File: src/rtl/tbm_pkg.sv
package tbm_pkg;

  // Field and datapath widths
  localparam int FREQ_W     = 13;   // melody note frequency register
  localparam int MS_W       = 16;   // duration in ms
  localparam int IN_F_W     = 16;   // play command frequency
  localparam int CMD_W      = 2;
  localparam int NOTE_W     = 2;
  localparam int NOTE_SLOTS = 4;
  localparam int HALF_W     = 14;   // half period in ticks, at most 10000
  localparam int TOG_W      = 20;   // toggle counters
  localparam int TWO_F_W    = FREQ_W + 1;
  localparam int PROD_W     = TWO_F_W + MS_W;
  localparam int QUO_W      = 20;   // dividend width of the half period division
  localparam int CNT_W      = $clog2(QUO_W);
  localparam int RECIP_W    = 31;
  localparam int RECIP_SHIFT = 40;
  localparam int RPROD_W    = PROD_W + RECIP_W;

  localparam int NOTE_COUNT_DEF = 4;

  localparam logic [IN_F_W-1:0] FREQ_MIN = 16'd50;
  localparam logic [IN_F_W-1:0] FREQ_MAX = 16'd5000;
  localparam logic [QUO_W-1:0]  TICKS_PER_SEC = 20'd1000000;
  // ceil(2^40 / 1000): exact floor(p / 1000) for every product p below 2^30
  localparam logic [RECIP_W-1:0] RECIP_1000 = 31'd1099511628;

  // APB register map
  localparam int ADDR_W    = 5;
  localparam int REG_IDX_W = 3;
  localparam int DATA_W    = 32;
  localparam logic [REG_IDX_W-1:0] REG_MS_FIRST = 3'd4;

  typedef logic [FREQ_W-1:0] freq_t;
  typedef logic [MS_W-1:0]   ms_t;

  localparam freq_t NOTE_FREQ_RST [NOTE_SLOTS] = '{13'd1047, 13'd1319, 13'd1568, 13'd2093};
  localparam ms_t   NOTE_MS_RST   [NOTE_SLOTS] = '{16'd150, 16'd150, 16'd150, 16'd250};

  typedef enum logic [CMD_W-1:0] {
    CMD_TICK   = 2'd0,
    CMD_PLAY   = 2'd1,
    CMD_MELODY = 2'd2,
    CMD_STOP   = 2'd3
  } cmd_t;

  typedef enum logic [2:0] {
    S_IDLE,
    S_EXEC,
    S_START,
    S_DIV,
    S_COMMIT,
    S_EMIT
  } state_t;

  typedef struct packed {
    logic latch;
    logic pin_low;
    logic tick_adv;
    logic tick_toggle;
    logic halt;
    logic end_mel;
    logic note_adv;
    logic mel_start;
    logic set_ign;
    logic launch;
    logic recip;
    logic commit;
    logic emit;
  } dp_cmd_t;

  typedef struct packed {
    cmd_t cmd;
    logic busy;
    logic mel;
    logic tick_wrap;
    logic toggle_end;
    logic last_note;
    logic zero_tone;
    logic div_idle;
    logic out_free;
  } dp_stat_t;

endpackage

File: src/rtl/tbm_ifs.sv
interface tbm_item_if;
  logic                        valid;
  logic                        ready;
  logic [tbm_pkg::CMD_W-1:0]   command;
  logic [tbm_pkg::IN_F_W-1:0]  freq_hz;
  logic [tbm_pkg::MS_W-1:0]    duration_ms;

  modport source (output valid, command, freq_hz, duration_ms, input ready);
  modport sink   (input valid, command, freq_hz, duration_ms, output ready);
endinterface

interface tbm_result_if;
  logic                        valid;
  logic                        ready;
  logic                        pin_level;
  logic                        busy_res;
  logic                        melody_active;
  logic [tbm_pkg::NOTE_W-1:0]  note_index;
  logic                        ignored;

  modport source (output valid, pin_level, busy_res, melody_active, note_index, ignored,
                  input ready);
  modport sink   (input valid, pin_level, busy_res, melody_active, note_index, ignored,
                  output ready);
endinterface

File: src/rtl/tbm_div.sv
module tbm_div (
  input  logic                         clk,
  input  logic                         rst,
  input  logic                         start,
  input  logic [tbm_pkg::TWO_F_W-1:0]  divisor,
  output logic [tbm_pkg::QUO_W-1:0]    quotient,
  output logic                         idle
);

  logic                          run;
  logic [tbm_pkg::CNT_W-1:0]     cnt;
  logic [tbm_pkg::TWO_F_W-1:0]   rem;
  logic [tbm_pkg::QUO_W-1:0]     quo;
  logic [tbm_pkg::TWO_F_W:0]     shifted;
  logic [tbm_pkg::TWO_F_W:0]     diff;
  logic                          fits;

  // one quotient bit per cycle, restoring
  assign shifted = {rem, quo[tbm_pkg::QUO_W-1]};
  assign fits    = shifted >= {1'b0, divisor};
  assign diff    = shifted - {1'b0, divisor};

  always_ff @(posedge clk) begin
    if (rst) begin
      run <= 1'b0;
      cnt <= '0;
    end else if (start) begin
      run <= 1'b1;
      cnt <= '0;
      rem <= '0;
      quo <= tbm_pkg::TICKS_PER_SEC;
    end else if (run) begin
      rem <= fits ? diff[tbm_pkg::TWO_F_W-1:0] : shifted[tbm_pkg::TWO_F_W-1:0];
      quo <= {quo[tbm_pkg::QUO_W-2:0], fits};
      cnt <= cnt + 1'b1;
      if (cnt == tbm_pkg::CNT_W'(tbm_pkg::QUO_W - 1)) begin
        run <= 1'b0;
      end
    end
  end

  assign quotient = quo;
  assign idle     = !run;

endmodule

File: src/rtl/tbm_dp.sv
module tbm_dp #(
  parameter int NOTE_COUNT = tbm_pkg::NOTE_COUNT_DEF
) (
  input  logic                         clk,
  input  logic                         rst,
  input  tbm_pkg::dp_cmd_t             cmd,
  output tbm_pkg::dp_stat_t            stat,
  input  logic [tbm_pkg::CMD_W-1:0]    command,
  input  logic [tbm_pkg::IN_F_W-1:0]   freq_hz,
  input  logic [tbm_pkg::MS_W-1:0]     duration_ms,
  input  tbm_pkg::freq_t               note_freq [tbm_pkg::NOTE_SLOTS],
  input  tbm_pkg::ms_t                 note_ms   [tbm_pkg::NOTE_SLOTS],
  input  logic                         out_ready,
  output logic                         out_valid,
  output logic                         pin_level,
  output logic                         busy_res,
  output logic                         melody_active,
  output logic [tbm_pkg::NOTE_W-1:0]   note_index,
  output logic                         ignored
);

  localparam int NC_W = tbm_pkg::NOTE_W + 1;
  localparam logic [NC_W-1:0] NOTE_END = NC_W'(NOTE_COUNT);

  tbm_pkg::cmd_t                    cmd_q;
  logic [tbm_pkg::IN_F_W-1:0]       f_q;
  logic [tbm_pkg::MS_W-1:0]         ms_q;
  logic                             ign;

  logic                             pin;
  logic                             busy;
  logic                             mel;
  logic [tbm_pkg::NOTE_W-1:0]       note;
  logic [tbm_pkg::HALF_W-1:0]       tick_cnt;
  logic [tbm_pkg::HALF_W-1:0]       half;
  logic [tbm_pkg::TOG_W-1:0]        done;
  logic [tbm_pkg::TOG_W-1:0]        target;

  logic [tbm_pkg::PROD_W-1:0]       prod;
  logic [tbm_pkg::RPROD_W-1:0]      rprod;

  logic [tbm_pkg::HALF_W-1:0]       tick_next;
  logic [tbm_pkg::TOG_W-1:0]        done_next;
  logic [NC_W-1:0]                  note_after;
  logic [tbm_pkg::IN_F_W-1:0]       sel_f;
  logic [tbm_pkg::MS_W-1:0]         sel_ms;
  logic [tbm_pkg::FREQ_W-1:0]       fc;
  logic [tbm_pkg::TWO_F_W-1:0]      two_f;
  logic [tbm_pkg::QUO_W-1:0]        quo;
  logic                             div_idle;
  logic [tbm_pkg::RPROD_W-tbm_pkg::RECIP_SHIFT-1:0] cnt_raw;
  logic [tbm_pkg::TOG_W-1:0]        target_new;

  assign tick_next  = tick_cnt + 1'b1;
  assign done_next  = done + 1'b1;
  assign note_after = {1'b0, note} + 1'b1;

  // a play command takes its operands from the word, a melody note from its registers
  assign sel_f  = (cmd_q == tbm_pkg::CMD_PLAY) ? f_q  : tbm_pkg::IN_F_W'(note_freq[note]);
  assign sel_ms = (cmd_q == tbm_pkg::CMD_PLAY) ? ms_q : note_ms[note];

  always_comb begin
    priority if (sel_f < tbm_pkg::FREQ_MIN) begin
      fc = tbm_pkg::FREQ_MIN[tbm_pkg::FREQ_W-1:0];
    end else if (sel_f > tbm_pkg::FREQ_MAX) begin
      fc = tbm_pkg::FREQ_MAX[tbm_pkg::FREQ_W-1:0];
    end else begin
      fc = sel_f[tbm_pkg::FREQ_W-1:0];
    end
  end

  assign two_f = {fc, 1'b0};

  tbm_div u_div (
    .clk      (clk),
    .rst      (rst),
    .start    (cmd.launch),
    .divisor  (two_f),
    .quotient (quo),
    .idle     (div_idle)
  );

  // floor(2f * ms / 1000) by reciprocal, never below one toggle
  assign cnt_raw    = rprod[tbm_pkg::RPROD_W-1:tbm_pkg::RECIP_SHIFT];
  assign target_new = (cnt_raw == '0) ? tbm_pkg::TOG_W'(1) : cnt_raw[tbm_pkg::TOG_W-1:0];

  always_ff @(posedge clk) begin
    if (rst) begin
      pin       <= 1'b0;
      busy      <= 1'b0;
      mel       <= 1'b0;
      note      <= '0;
      tick_cnt  <= '0;
      half      <= '0;
      done      <= '0;
      target    <= '0;
      ign       <= 1'b0;
      out_valid <= 1'b0;
    end else begin
      if (cmd.latch) begin
        cmd_q <= tbm_pkg::cmd_t'(command);
        f_q   <= freq_hz;
        ms_q  <= duration_ms;
        ign   <= 1'b0;
      end
      if (cmd.set_ign) begin
        ign <= 1'b1;
      end
      if (cmd.pin_low) begin
        pin <= 1'b0;
      end
      if (cmd.tick_adv) begin
        tick_cnt <= tick_next;
      end
      if (cmd.tick_toggle) begin
        tick_cnt <= '0;
        pin      <= ~pin;
        done     <= done_next;
      end
      if (cmd.halt || cmd.end_mel) begin
        pin      <= 1'b0;
        busy     <= 1'b0;
        tick_cnt <= '0;
        half     <= '0;
        done     <= '0;
        target   <= '0;
      end
      if (cmd.end_mel) begin
        mel  <= 1'b0;
        note <= '0;
      end
      if (cmd.note_adv) begin
        note <= note_after[tbm_pkg::NOTE_W-1:0];
      end
      if (cmd.mel_start) begin
        mel  <= 1'b1;
        note <= '0;
      end
      if (cmd.launch) begin
        prod <= tbm_pkg::PROD_W'(two_f) * tbm_pkg::PROD_W'(sel_ms);
      end
      if (cmd.recip) begin
        rprod <= tbm_pkg::RPROD_W'(prod) * tbm_pkg::RPROD_W'(tbm_pkg::RECIP_1000);
      end
      if (cmd.commit) begin
        half     <= quo[tbm_pkg::HALF_W-1:0];
        tick_cnt <= '0;
        done     <= '0;
        target   <= target_new;
        busy     <= 1'b1;
      end
      if (cmd.emit) begin
        out_valid     <= 1'b1;
        pin_level     <= pin;
        busy_res      <= busy;
        melody_active <= mel;
        note_index    <= note;
        ignored       <= ign;
      end else if (out_ready) begin
        out_valid <= 1'b0;
      end
    end
  end

  assign stat.cmd        = cmd_q;
  assign stat.busy       = busy;
  assign stat.mel        = mel;
  assign stat.tick_wrap  = tick_next >= half;
  assign stat.toggle_end = done_next >= target;
  assign stat.last_note  = note_after >= NOTE_END;
  assign stat.zero_tone  = (sel_f == '0) || (sel_ms == '0);
  assign stat.div_idle   = div_idle;
  assign stat.out_free   = !out_valid || out_ready;

endmodule

File: src/rtl/tbm_ctrl.sv
module tbm_ctrl (
  input  logic                clk,
  input  logic                rst,
  input  logic                in_valid,
  output logic                in_ready,
  input  tbm_pkg::dp_stat_t   stat,
  output tbm_pkg::dp_cmd_t    cmd
);

  tbm_pkg::state_t state;
  tbm_pkg::state_t state_next;
  logic            can_start;
  logic            tick_note;
  logic            go_start;

  // a tone ends on this tick and the melody moves on to its next note
  assign tick_note = stat.busy && stat.tick_wrap && stat.toggle_end && stat.mel &&
                     !stat.last_note;
  assign can_start = !stat.busy && !stat.mel;

  always_comb begin
    unique case (stat.cmd)
      tbm_pkg::CMD_TICK:   go_start = tick_note;
      tbm_pkg::CMD_PLAY:   go_start = can_start;
      tbm_pkg::CMD_MELODY: go_start = can_start;
      tbm_pkg::CMD_STOP:   go_start = 1'b0;
    endcase
  end

  always_ff @(posedge clk) begin
    if (rst) begin
      state <= tbm_pkg::S_IDLE;
    end else begin
      state <= state_next;
    end
  end

  always_comb begin
    state_next = state;
    unique case (state)
      tbm_pkg::S_IDLE: begin
        if (in_valid) state_next = tbm_pkg::S_EXEC;
      end
      tbm_pkg::S_EXEC: begin
        state_next = go_start ? tbm_pkg::S_START : tbm_pkg::S_EMIT;
      end
      tbm_pkg::S_START: begin
        state_next = stat.zero_tone ? tbm_pkg::S_EMIT : tbm_pkg::S_DIV;
      end
      tbm_pkg::S_DIV: begin
        if (stat.div_idle) state_next = tbm_pkg::S_COMMIT;
      end
      tbm_pkg::S_COMMIT: begin
        state_next = tbm_pkg::S_EMIT;
      end
      tbm_pkg::S_EMIT: begin
        if (stat.out_free) state_next = tbm_pkg::S_IDLE;
      end
      default: state_next = tbm_pkg::S_IDLE;
    endcase
  end

  always_comb begin
    cmd      = '0;
    in_ready = (state == tbm_pkg::S_IDLE);
    unique case (state)
      tbm_pkg::S_IDLE: begin
        cmd.latch = in_valid;
      end
      tbm_pkg::S_EXEC: begin
        unique case (stat.cmd)
          tbm_pkg::CMD_TICK: begin
            priority if (!stat.busy) begin
              cmd.pin_low = 1'b1;
            end else if (!stat.tick_wrap) begin
              cmd.tick_adv = 1'b1;
            end else if (!stat.toggle_end) begin
              cmd.tick_toggle = 1'b1;
            end else if (tick_note) begin
              cmd.halt     = 1'b1;
              cmd.note_adv = 1'b1;
            end else begin
              cmd.end_mel = 1'b1;
            end
          end
          tbm_pkg::CMD_PLAY: begin
            cmd.set_ign = !can_start;
          end
          tbm_pkg::CMD_MELODY: begin
            cmd.set_ign   = !can_start;
            cmd.mel_start = can_start;
          end
          tbm_pkg::CMD_STOP: begin
            cmd.end_mel = 1'b1;
          end
        endcase
      end
      tbm_pkg::S_START: begin
        // zero frequency or duration stops output and ends any melody
        cmd.end_mel = stat.zero_tone;
        cmd.launch  = !stat.zero_tone;
      end
      tbm_pkg::S_DIV: begin
        cmd.recip = stat.div_idle;
      end
      tbm_pkg::S_COMMIT: begin
        cmd.commit = 1'b1;
      end
      tbm_pkg::S_EMIT: begin
        cmd.emit = stat.out_free;
      end
      default: cmd = '0;
    endcase
  end

endmodule

File: src/rtl/buzzer_tone_melody_player.sv
// Square-wave buzzer driver with a melody sequencer. Each word on the item
// channel is one command: a 1 us tick, play a tone, start the melody, or stop,
// and each gives exactly one result word with the pin level, tone and melody
// flags, the current note and an ignored flag. Play takes a frequency (clamped
// to 50..5000 Hz) and a duration in ms; the pin toggles every 1000000/(2f)
// ticks for 2*f*ms/1000 toggles (at least one), then drops low. Melody plays
// the NOTE_COUNT notes set over APB (frequency at 0x00..0x0C, duration at
// 0x10..0x1C). One word is worked at a time. A tick, stop, or dropped command
// goes from execute straight to emit; a command that starts a tone, including
// a tick that moves the melody to its next note, also passes through start,
// divide and commit, where the 20-step restoring divider computes the half
// period (the toggle count comes from one multiplier that runs alongside it
// and a reciprocal multiply done once it finishes). A result waiting on a stalled result channel does not hold
// off the next word; work on it finishes and waits for the output register.
module buzzer_tone_melody_player #(
  parameter int NOTE_COUNT = tbm_pkg::NOTE_COUNT_DEF
) (
  input  logic                          clk,
  input  logic                          rst,
  tbm_item_if.sink                      item,
  tbm_result_if.source                  result,
  input  logic                          psel,
  input  logic                          penable,
  input  logic                          pwrite,
  input  logic [tbm_pkg::ADDR_W-1:0]    paddr,
  input  logic [tbm_pkg::DATA_W-1:0]    pwdata,
  output logic [tbm_pkg::DATA_W-1:0]    prdata,
  output logic                          pready
);

  tbm_pkg::freq_t    note_freq [tbm_pkg::NOTE_SLOTS];
  tbm_pkg::ms_t      note_ms   [tbm_pkg::NOTE_SLOTS];
  tbm_pkg::dp_cmd_t  cmd;
  tbm_pkg::dp_stat_t stat;

  logic                              wr_en;
  logic [tbm_pkg::REG_IDX_W-1:0]     reg_idx;
  logic [tbm_pkg::NOTE_W-1:0]        slot;

  // Register file: four frequencies, then four durations, one per 32-bit word.
  // Writes land on the access phase; no wait states.
  assign pready  = 1'b1;
  assign wr_en   = psel && penable && pwrite;
  assign reg_idx = paddr[tbm_pkg::ADDR_W-1:2];
  assign slot    = reg_idx[tbm_pkg::NOTE_W-1:0];

  always_ff @(posedge clk) begin
    if (rst) begin
      note_freq <= tbm_pkg::NOTE_FREQ_RST;
      note_ms   <= tbm_pkg::NOTE_MS_RST;
    end else if (wr_en) begin
      if (reg_idx < tbm_pkg::REG_MS_FIRST) begin
        note_freq[slot] <= pwdata[tbm_pkg::FREQ_W-1:0];
      end else begin
        note_ms[slot] <= pwdata[tbm_pkg::MS_W-1:0];
      end
    end
  end

  always_comb begin
    if (reg_idx < tbm_pkg::REG_MS_FIRST) begin
      prdata = tbm_pkg::DATA_W'(note_freq[slot]);
    end else begin
      prdata = tbm_pkg::DATA_W'(note_ms[slot]);
    end
  end

  // Sequencer: accept one word, execute, for a new tone start / divide / commit, then emit.
  tbm_ctrl u_ctrl (
    .clk      (clk),
    .rst      (rst),
    .in_valid (item.valid),
    .in_ready (item.ready),
    .stat     (stat),
    .cmd      (cmd)
  );

  // Tone state, divider, toggle-count multipliers and the result register.
  tbm_dp #(
    .NOTE_COUNT (NOTE_COUNT)
  ) u_dp (
    .clk           (clk),
    .rst           (rst),
    .cmd           (cmd),
    .stat          (stat),
    .command       (item.command),
    .freq_hz       (item.freq_hz),
    .duration_ms   (item.duration_ms),
    .note_freq     (note_freq),
    .note_ms       (note_ms),
    .out_ready     (result.ready),
    .out_valid     (result.valid),
    .pin_level     (result.pin_level),
    .busy_res      (result.busy_res),
    .melody_active (result.melody_active),
    .note_index    (result.note_index),
    .ignored       (result.ignored)
  );

  // One word in flight: ready must drop right after an accept.
  a_one_in_flight: assert property (@(posedge clk) disable iff (rst)
    (item.valid && item.ready) |=> !item.ready)
    else $error("item accepted while another word is in work");

  // Note index is meaningful only while a melody runs.
  a_note_idle: assert property (@(posedge clk) disable iff (rst)
    (result.valid && !result.melody_active) |-> (result.note_index == '0))
    else $error("note index nonzero with no melody");

  // A dropped command only happens against a sounding tone or running melody.
  a_ign_cause: assert property (@(posedge clk) disable iff (rst)
    (result.valid && result.ignored) |-> (result.busy_res || result.melody_active))
    else $error("command dropped while idle");

  // Emit always loads the result register.
  a_emit_loads: assert property (@(posedge clk) disable iff (rst)
    cmd.emit |=> result.valid)
    else $error("result lost on emit");

endmodule
File: src/flat_wrapper.sv
// flat-port wrapper written by rule: the top's interface ports become plain ports
module buzzer_tone_melody_player_flat 
#(
  parameter int NOTE_COUNT = tbm_pkg::NOTE_COUNT_DEF
)
  (clk, rst, psel, penable, pwrite, paddr, pwdata, prdata, pready, item_valid, item_command, item_freq_hz, item_duration_ms, item_ready, result_valid, result_pin_level, result_busy_res, result_melody_active, result_note_index, result_ignored, result_ready);
  tbm_item_if item_i ();
  tbm_result_if result_i ();
  input  logic clk;
  input  logic rst;
  input  logic psel;
  input  logic penable;
  input  logic pwrite;
  input  logic [tbm_pkg::ADDR_W-1:0] paddr;
  input  logic [tbm_pkg::DATA_W-1:0] pwdata;
  output logic [tbm_pkg::DATA_W-1:0] prdata;
  output logic pready;
  input wire logic [$bits(item_i.valid)-1:0] item_valid;
  input wire logic [$bits(item_i.command)-1:0] item_command;
  input wire logic [$bits(item_i.freq_hz)-1:0] item_freq_hz;
  input wire logic [$bits(item_i.duration_ms)-1:0] item_duration_ms;
  output wire logic [$bits(item_i.ready)-1:0] item_ready;
  output wire logic [$bits(result_i.valid)-1:0] result_valid;
  output wire logic [$bits(result_i.pin_level)-1:0] result_pin_level;
  output wire logic [$bits(result_i.busy_res)-1:0] result_busy_res;
  output wire logic [$bits(result_i.melody_active)-1:0] result_melody_active;
  output wire logic [$bits(result_i.note_index)-1:0] result_note_index;
  output wire logic [$bits(result_i.ignored)-1:0] result_ignored;
  input wire logic [$bits(result_i.ready)-1:0] result_ready;
  assign item_i.valid = item_valid;
  assign item_i.command = item_command;
  assign item_i.freq_hz = item_freq_hz;
  assign item_i.duration_ms = item_duration_ms;
  assign item_ready = item_i.ready;
  assign result_valid = result_i.valid;
  assign result_pin_level = result_i.pin_level;
  assign result_busy_res = result_i.busy_res;
  assign result_melody_active = result_i.melody_active;
  assign result_note_index = result_i.note_index;
  assign result_ignored = result_i.ignored;
  assign result_i.ready = result_ready;
  buzzer_tone_melody_player #(.NOTE_COUNT(NOTE_COUNT)) u_core (.clk(clk), .rst(rst), .item(item_i), .result(result_i), .psel(psel), .penable(penable), .pwrite(pwrite), .paddr(paddr), .pwdata(pwdata), .prdata(prdata), .pready(pready));
endmodule
File: config.mk
export PLATFORM = sky130hd
export DESIGN_NAME = buzzer_tone_melody_player_flat
export DESIGN_NICKNAME = d
export VERILOG_FILES = /design/src/rtl/tbm_pkg.sv /design/src/rtl/tbm_ifs.sv /design/src/rtl/tbm_div.sv /design/src/rtl/tbm_dp.sv /design/src/rtl/tbm_ctrl.sv /design/src/rtl/buzzer_tone_melody_player.sv /design/src/flat_wrapper.sv
export SDC_FILE = /design/constraint.sdc
export NUM_CORES = 2
export LEC_CHECK = 0
export BUFFER_PORTS_ARGS = -buffer_cell sky130_fd_sc_hd__clkbuf_2
export CAP_MARGIN = 20
export CORE_AREA = 2 2 287 289
export CTS_CLUSTER_SIZE = 10
export DETAILED_ROUTE_END_ITERATION = 6
export DIE_AREA = 0 0 289 291
export PLACE_DENSITY = 0.63
export SYNTH_ARGS = -nofsm -noshare
export SYNTH_HDL_FRONTEND = slang
export SYNTH_HIERARCHICAL = 1
export SYNTH_SLANG_ARGS = --single-unit
File: constraint.sdc
create_clock -name clk -period 23.6 [get_ports clk]
set_input_delay 3.54 -clock clk [delete_from_list [all_inputs] [get_ports clk]]
set_output_delay 3.54 -clock clk [all_outputs]
set_load 0.01 [all_outputs]
[After elaboration in Yosys (flattened, before gate mapping)]
Cells that the tools add are included.
Storage, ports and cells
  bits in registers: 361
  bits of input ports: 78
  output and inout port bits: 41
Cells by class
  $add $sub $neg: 5
  $mul: 2
  order comparisons: 10
  equal/unequal tests: 12
  mux-type cells: 74
  bitwise operators: 5
  reduce and logical (&&, ||, !) cells: 44
Operator list (count)
  $mux 16: 8
  $mux 13: 7
  $mux 20: 4
  $bmux 16 s2: 2
  $bwmux 64: 1
  $mul 29x29->58 const B: 1
  $mux 14: 4
  $bmux 13 s2: 2
  $bwmux 52: 1
  $demux 16 s2: 1
  $logic_not 16->1: 2
  $mul 13x16->29: 1
  $demux 13 s2: 1
  $mux 1: 26
  $logic_not 21->1: 1
  $mux 3: 7
  $add 20x1->20 const B: 1
  $ge 20x20->1: 1
  $pmux 3 s6: 1
  $gt 16x13->1 const B: 1
  $lt 16x6->1 const B: 1
  $ge 15x14->1: 1
  $add 14x1->14 const B: 1
  $ge 14x14->1: 1
  31 further kinds: 75

[Depth between registers and ports, before layout]
  depth after elaboration: 15
  gate-level depth with buffers: 30
  depth with buffers taken out: 27

[By module]
Netlist, hierarchy kept.
Modules (own cells, without submodules)
  tbm_dp: times used 1, cells each 2832, area an instance 27655.3 sq um, sequential area each 4204.0 sq um
  buzzer_tone_melody_player: times used 1, cells each 544, area an instance 5626.6 sq um, sequential area each 2322.2 sq um
  tbm_div: times used 1, cells each 245, area an instance 2547.4 sq um, sequential area each 1141.1 sq um
  tbm_ctrl: times used 1, cells each 59, area an instance 442.9 sq um, sequential area each 60.1 sq um

[Worst setup path before layout]
No wires, ideal clock.
  path type: input to output
  start: input port paddr[4] (netlist name)
  end: output port prdata[1] (netlist name)
  data arrival time: 4665 ps
  data required time: 20060 ps
  path slack: 15395 ps
  stages on the path: 5
  path buffers: 3
  cells stage by stage: buf_2 buf_4 buf_2 mux4_2 mux2_2
On the way
  longest elaborated chain between the ends: 2
RTL lines
  start: declaration: line flat_wrapper.sv:14  | input logic [tbm_pkg::ADDR_W-1:0] paddr;
  $lt 3x3->1: line buzzer_tone_melody_player.sv:61  | if (reg_idx < tbm_pkg::REG_MS_FIRST) begin
  $mux 16: line buzzer_tone_melody_player.sv:61
  end: declaration: line flat_wrapper.sv:16  | output logic [tbm_pkg::DATA_W-1:0] prdata;
Every way passes these cells.

[Final worst setup path]
  start: register u_core/u_dp/note[1] (netlist name)
  end: register u_core/u_dp/prod[23] (netlist name), data pin
On the way
  longest elaborated chain between the ends: 9
  elaborated cells between the ends (all ways): 14
  classes of those cells: mul (1); order compare (2); mux (10); bitwise (1)
RTL lines
  start: declaration: line tbm_dp.sv:33  | logic [tbm_pkg::NOTE_W-1:0] note;
  start signal: assignment: line tbm_dp.sv:133  | note <= note_after[tbm_pkg::NOTE_W-1:0];
  $not 2->3 (not written as such) (*): line tbm_dp.sv:59  | assign sel_f = (cmd_q == tbm_pkg::CMD_PLAY) ? f_q : tbm_pkg::IN_F_W'(note_freq[note]);
  $bmux 13 s2 (*): line tbm_dp.sv:59
  $mux 13 (not written as such) (*) (2 in a row): line tbm_dp.sv:59
  $mux 16 (*): line tbm_dp.sv:59
  $gt 16x13->1: line tbm_dp.sv:65  | end else if (sel_f > tbm_pkg::FREQ_MAX) begin
  $mux 13: line tbm_dp.sv:65
  $mux 13 (*): line tbm_dp.sv:63  | priority if (sel_f < tbm_pkg::FREQ_MIN) begin
  via u_core.u_dp.fc (one bit): line tbm_dp.sv:47  | logic [tbm_pkg::FREQ_W-1:0] fc;
  $mul 13x16->29 (*): line tbm_dp.sv:140  | prod <= tbm_pkg::PROD_W'(two_f) * tbm_pkg::PROD_W'(sel_ms);
  end signal: assignment: line tbm_dp.sv:140
  end: declaration: line tbm_dp.sv:39  | logic [tbm_pkg::PROD_W-1:0] prod;
Mark *: on every way through the listed nets, which the timed path passes. The rest lies on a longest branch. The select of a mux whose other input is x is not followed.
A chain may end at the register's enable or synchronous reset.

==> results.sh <==
export IMPL_ant_nets=0
export IMPL_reg2reg_from="u_core/u_dp/note[1]"
export IMPL_io_buffer_count=83
export IMPL_num_rows=105
export IMPL_drive_above_1_share=0.08006
export IMPL_rr_worst_depth=28
export IMPL_initial_utilization=0.4468
export IMPL_die_x_um=289
export IMPL_dp_final_hpwl_um=66950
export IMPL_crit_path_start_kind="flop"
export IMPL_antenna_found_initial=0
export IMPL_relSlewSlack=0.2368
export IMPL_synth_edf_count=124
export IMPL_min_from="u_core/u_dp/pin"
export IMPL_leakage_nw=18.33
export IMPL_r2r_slack_ns=14.63
export IMPL_yosysSeqAreaShare=0.2130
export IMPL_grt_pass1_wl_um=141300
export IMPL_grt_pass1_vias=26500
export IMPL_min_to="u_core/u_dp/pin_level"
export IMPL_clock_skew_ns=0.03211
export IMPL_final_util=0.4782
export IMPL_clk_pin_slew_worst_paths_ns=0.06
export IMPL_htree_levels=2
export IMPL_rsz0062_at_grt="no"
export IMPL_die_area_um2=84100
export IMPL_root_buffer="clkbuf_16"
export IMPL_setup_tns_ns=0
export IMPL_cts_sinks=324
export IMPL_avgSynthCellArea_um2=9.857
export IMPL_tightestPinTransition_ns=1.145
export IMPL_place_congestion=0.9349
export IMPL_design_core_area_um2=81190
export IMPL_clockBufferDepth=3
export IMPL_post_route_period_util=0.3800
export IMPL_hp_class="reg2reg"
export IMPL_slowest_stage="nand2_1"
export IMPL_cts_tree="built"
export IMPL_vias=25360
export IMPL_cts_resized=0
export IMPL_n_antenna_cell=0
export IMPL_maxCapViolCount=0
export IMPL_syn_area_um2=36270
export IMPL_yosys_register_bits=324
export IMPL_vias_per_cell=5.264
export IMPL_cts_made_buffers=41
export IMPL_hold_buffers=0
export IMPL_synth_area_leaders="fa_1, ha_1, dfxtp_1"
export IMPL_slew_viol_final=0
export IMPL_die_y_um=291
export IMPL_synthDistinctLibCells=96
export IMPL_syn_to_final_growth_pct=7.030
export IMPL_cp_arrival_ns=9.26
export IMPL_io_pin_count=119
export IMPL_yosys_area_top_type="fa_1"
export IMPL_async_reset_ff_frac=0
export IMPL_first_iter_violations=1371
export IMPL_timing_rr_end="u_core/u_dp/prod[23]"
export IMPL_clk_latency_ns=0.58
export IMPL_placed_area_um2=37590
export IMPL_worst_endpoint_required_ns=23.90
export IMPL_crit_top_cell="fa_1"
export IMPL_period_needed_ns=8.968
export IMPL_syn_inst=3680
export IMPL_setup_violations=0
export IMPL_worstSetupPathType="reg2reg"
export IMPL_fmax_mhz=111.5
export IMPL_min_path_cells=0
export IMPL_post_drt_wl_per_cell_um=17.78
export IMPL_drt_total_wl_um=85670
export IMPL_status="finished, final reports clean"
export IMPL_powerDensity_nw_per_um2=137.3
export IMPL_vdd_drop_max_mv=0.1918
export IMPL_layout_nets=4712
export IMPL_end_kind="flop"
export IMPL_groute_usage_overall=0.2111
export IMPL_fin_area_um2=38820
export IMPL_slowest_delay_ns=0.57
export IMPL_post_cts_buffers=0
export IMPL_yosys_most_used_dff="dfxtp_1"
export IMPL_firstDrtPassIters=6
export IMPL_drc_errors=0
export IMPL_critPathMaxFanout=32
export IMPL_grt_ovfl_total=0
export IMPL_grt_max_degree=88
export IMPL_hold_violations=0
export IMPL_synth_top_cell_area_share=0.2318
export IMPL_yosysWarningCount=6
[layout by cell type, fill, tap and decap left out, types with 8 or more instances in the layout]
master	count
o211ai_1	17
a21oi_1	120
a31oi_1	18
and3_1	23
clkbuf_1	19
nor3_1	40
or3_1	14
o21ai_0	116
mux2i_1	106
nor4_1	13
nor2b_1	49
or2_2	8
fa_1	420
a21o_1	27
edfxtp_1	124
xnor2_1	46
ha_1	495
xor2_1	65
o21ai_1	32
inv_1	675
nor2_4	11
a211oi_1	15
nand4_1	27
mux2_2	14
nand2b_1	74
mux4_2	56
clkbuf_2	82
nand3_1	55
conb_1	19
and2_1	15
nand2_1	293
clkbuf_16	41
dfxtp_1	199
nor2_1	221
o21a_1	14
buf_4	31
[logic make-up after synthesis]
group,synth area share
buf+inv,0.09120
fa+ha+maj,0.4026
xor+xnor,0.02680
other cells,0.0003104
compound gates,0.07544
simple gates,0.1208
flops,0.2130
mux,0.06982
[registers in the layout, summed over array words and instances (netlist names), 2 cells and up]
name,count
u_core/note_freq,52
u_core/note_ms,64
u_core/u_ctrl/state,3
u_core/u_dp/cmd_q,2
u_core/u_dp/done,20
u_core/u_dp/f_q,16
u_core/u_dp/half,14
u_core/u_dp/ms_q,16
u_core/u_dp/note,2
u_core/u_dp/note_index,2
u_core/u_dp/prod,29
u_core/u_dp/rprod,21
u_core/u_dp/target,20
u_core/u_dp/tick_cnt,14
u_core/u_dp/u_div/cnt,5
u_core/u_dp/u_div/quotient,20
u_core/u_dp/u_div/rem,14
[how the worst max path moves through the flow]
stage                               startpoint                    to  slack [ns]
after floorplan                       paddr[4]             prdata[1]       15.40
after global placement     u_core/u_dp/note[0]  u_core/u_dp/prod[23]       14.72
after detailed placement  u_core/u_dp/cmd_q[1]  u_core/u_dp/prod[23]       14.71
after CTS                 u_core/u_dp/cmd_q[1]  u_core/u_dp/prod[23]       14.65
after global routing      u_core/u_dp/cmd_q[1]  u_core/u_dp/prod[23]       14.12
final                      u_core/u_dp/note[1]  u_core/u_dp/prod[23]       14.63
[through the flow]
stage | worst slack, ns | hold WS, ns | cells | power [mW]
5_1_grt | 14.12 | 0.4511 | 4817 | 5.968
3_3_place_gp | 14.72 | 0.4248 | 4744 | 4.671
3_5_place_dp | 14.71 | 0.4319 | 4744 | 4.733
6_report | 14.63 | 0.4361 | 4817 | 5.331
2_1_floorplan | 15.40 | 0.4082 | 3696 | 3.714
4_1_cts | 14.65 | 0.4441 | 4815 | 5.343
[synthesized netlist by cell type (6+ instances only)]
library cell    n
o21a_1         14
nor2_1        223
nor2_4          9
nand2b_1       75
a311oi_1        6
nor3_1         42
buf_4          31
inv_1         675
edfxtp_1      124
xnor2_1        46
o21bai_1        6
or2_2           8
dfxtp_1       200
a31oi_1        18
buf_1           6
a21oi_1       120
nand4_1        27
nand3_1        55
buf_2          19
o22ai_1         6
mux2i_1       106
nor2b_1        53
mux4_2         56
o211ai_1       17
mux2_2         14
o21ai_1        32
fa_1          420
clkbuf_1       65
or2_1           6
xor2_1         65
or3_1          14
and3_1         23
o21ai_0       116
nand2_1       293
ha_1          495
and2_1         15
a211oi_1       15
buf_6          11
a21o_1         27
nor4_1         13
[layout make-up]
| class | instances | area (um2) |
|---|---|---|
| inverter | 678 | 2545 |
| clock inverter | 11 | 100.1 |
| tap | 1070 | 1339 |
| sequential | 324 | 7729 |
| fill | 7679 | 42370 |
| timing repair buffer | 115 | 678.2 |
| clock buffer | 60 | 1097 |
| multi-input combinational | 2559 | 25330 |
[worst max-delay path: cells and delay by family (launching register included)]
| family | cells | cell delay, ns |
|---|---|---|
| adder cells (fa/ha/maj) | 6 | 2.97 |
| AO/OA/AOI/OAI | 8 | 2.00 |
| AND/OR/NAND/NOR | 5 | 1.48 |
| buffers and inverters | 7 | 1.34 |
| multiplexers | 1 | 0.42 |
| flip-flops | 1 | 0.31 |
| XOR/XNOR | 1 | 0.09 |
[report_power, final]
| group | switching, mW | leakage, nW | total [mW] | internal (mW) |
|---|---|---|---|---|
| clock | 0.243 | 0.581 | 0.568 | 0.324 |
| sequential | 0.0242 | 2.74 | 0.694 | 0.669 |
| combinational | 2.41 | 15.0 | 4.07 | 1.66 |
[layer usage]
metal	track usage	share of wire	vias to the layer above
met3	0.02343	0.048	122
met2	0.3593	0.48	618
li1	-	-	12180
met5	0	0	-
met4	0.06261	0.030	0
met1	0.2819	0.44	12440
Power figures use the tool's default switching activity.
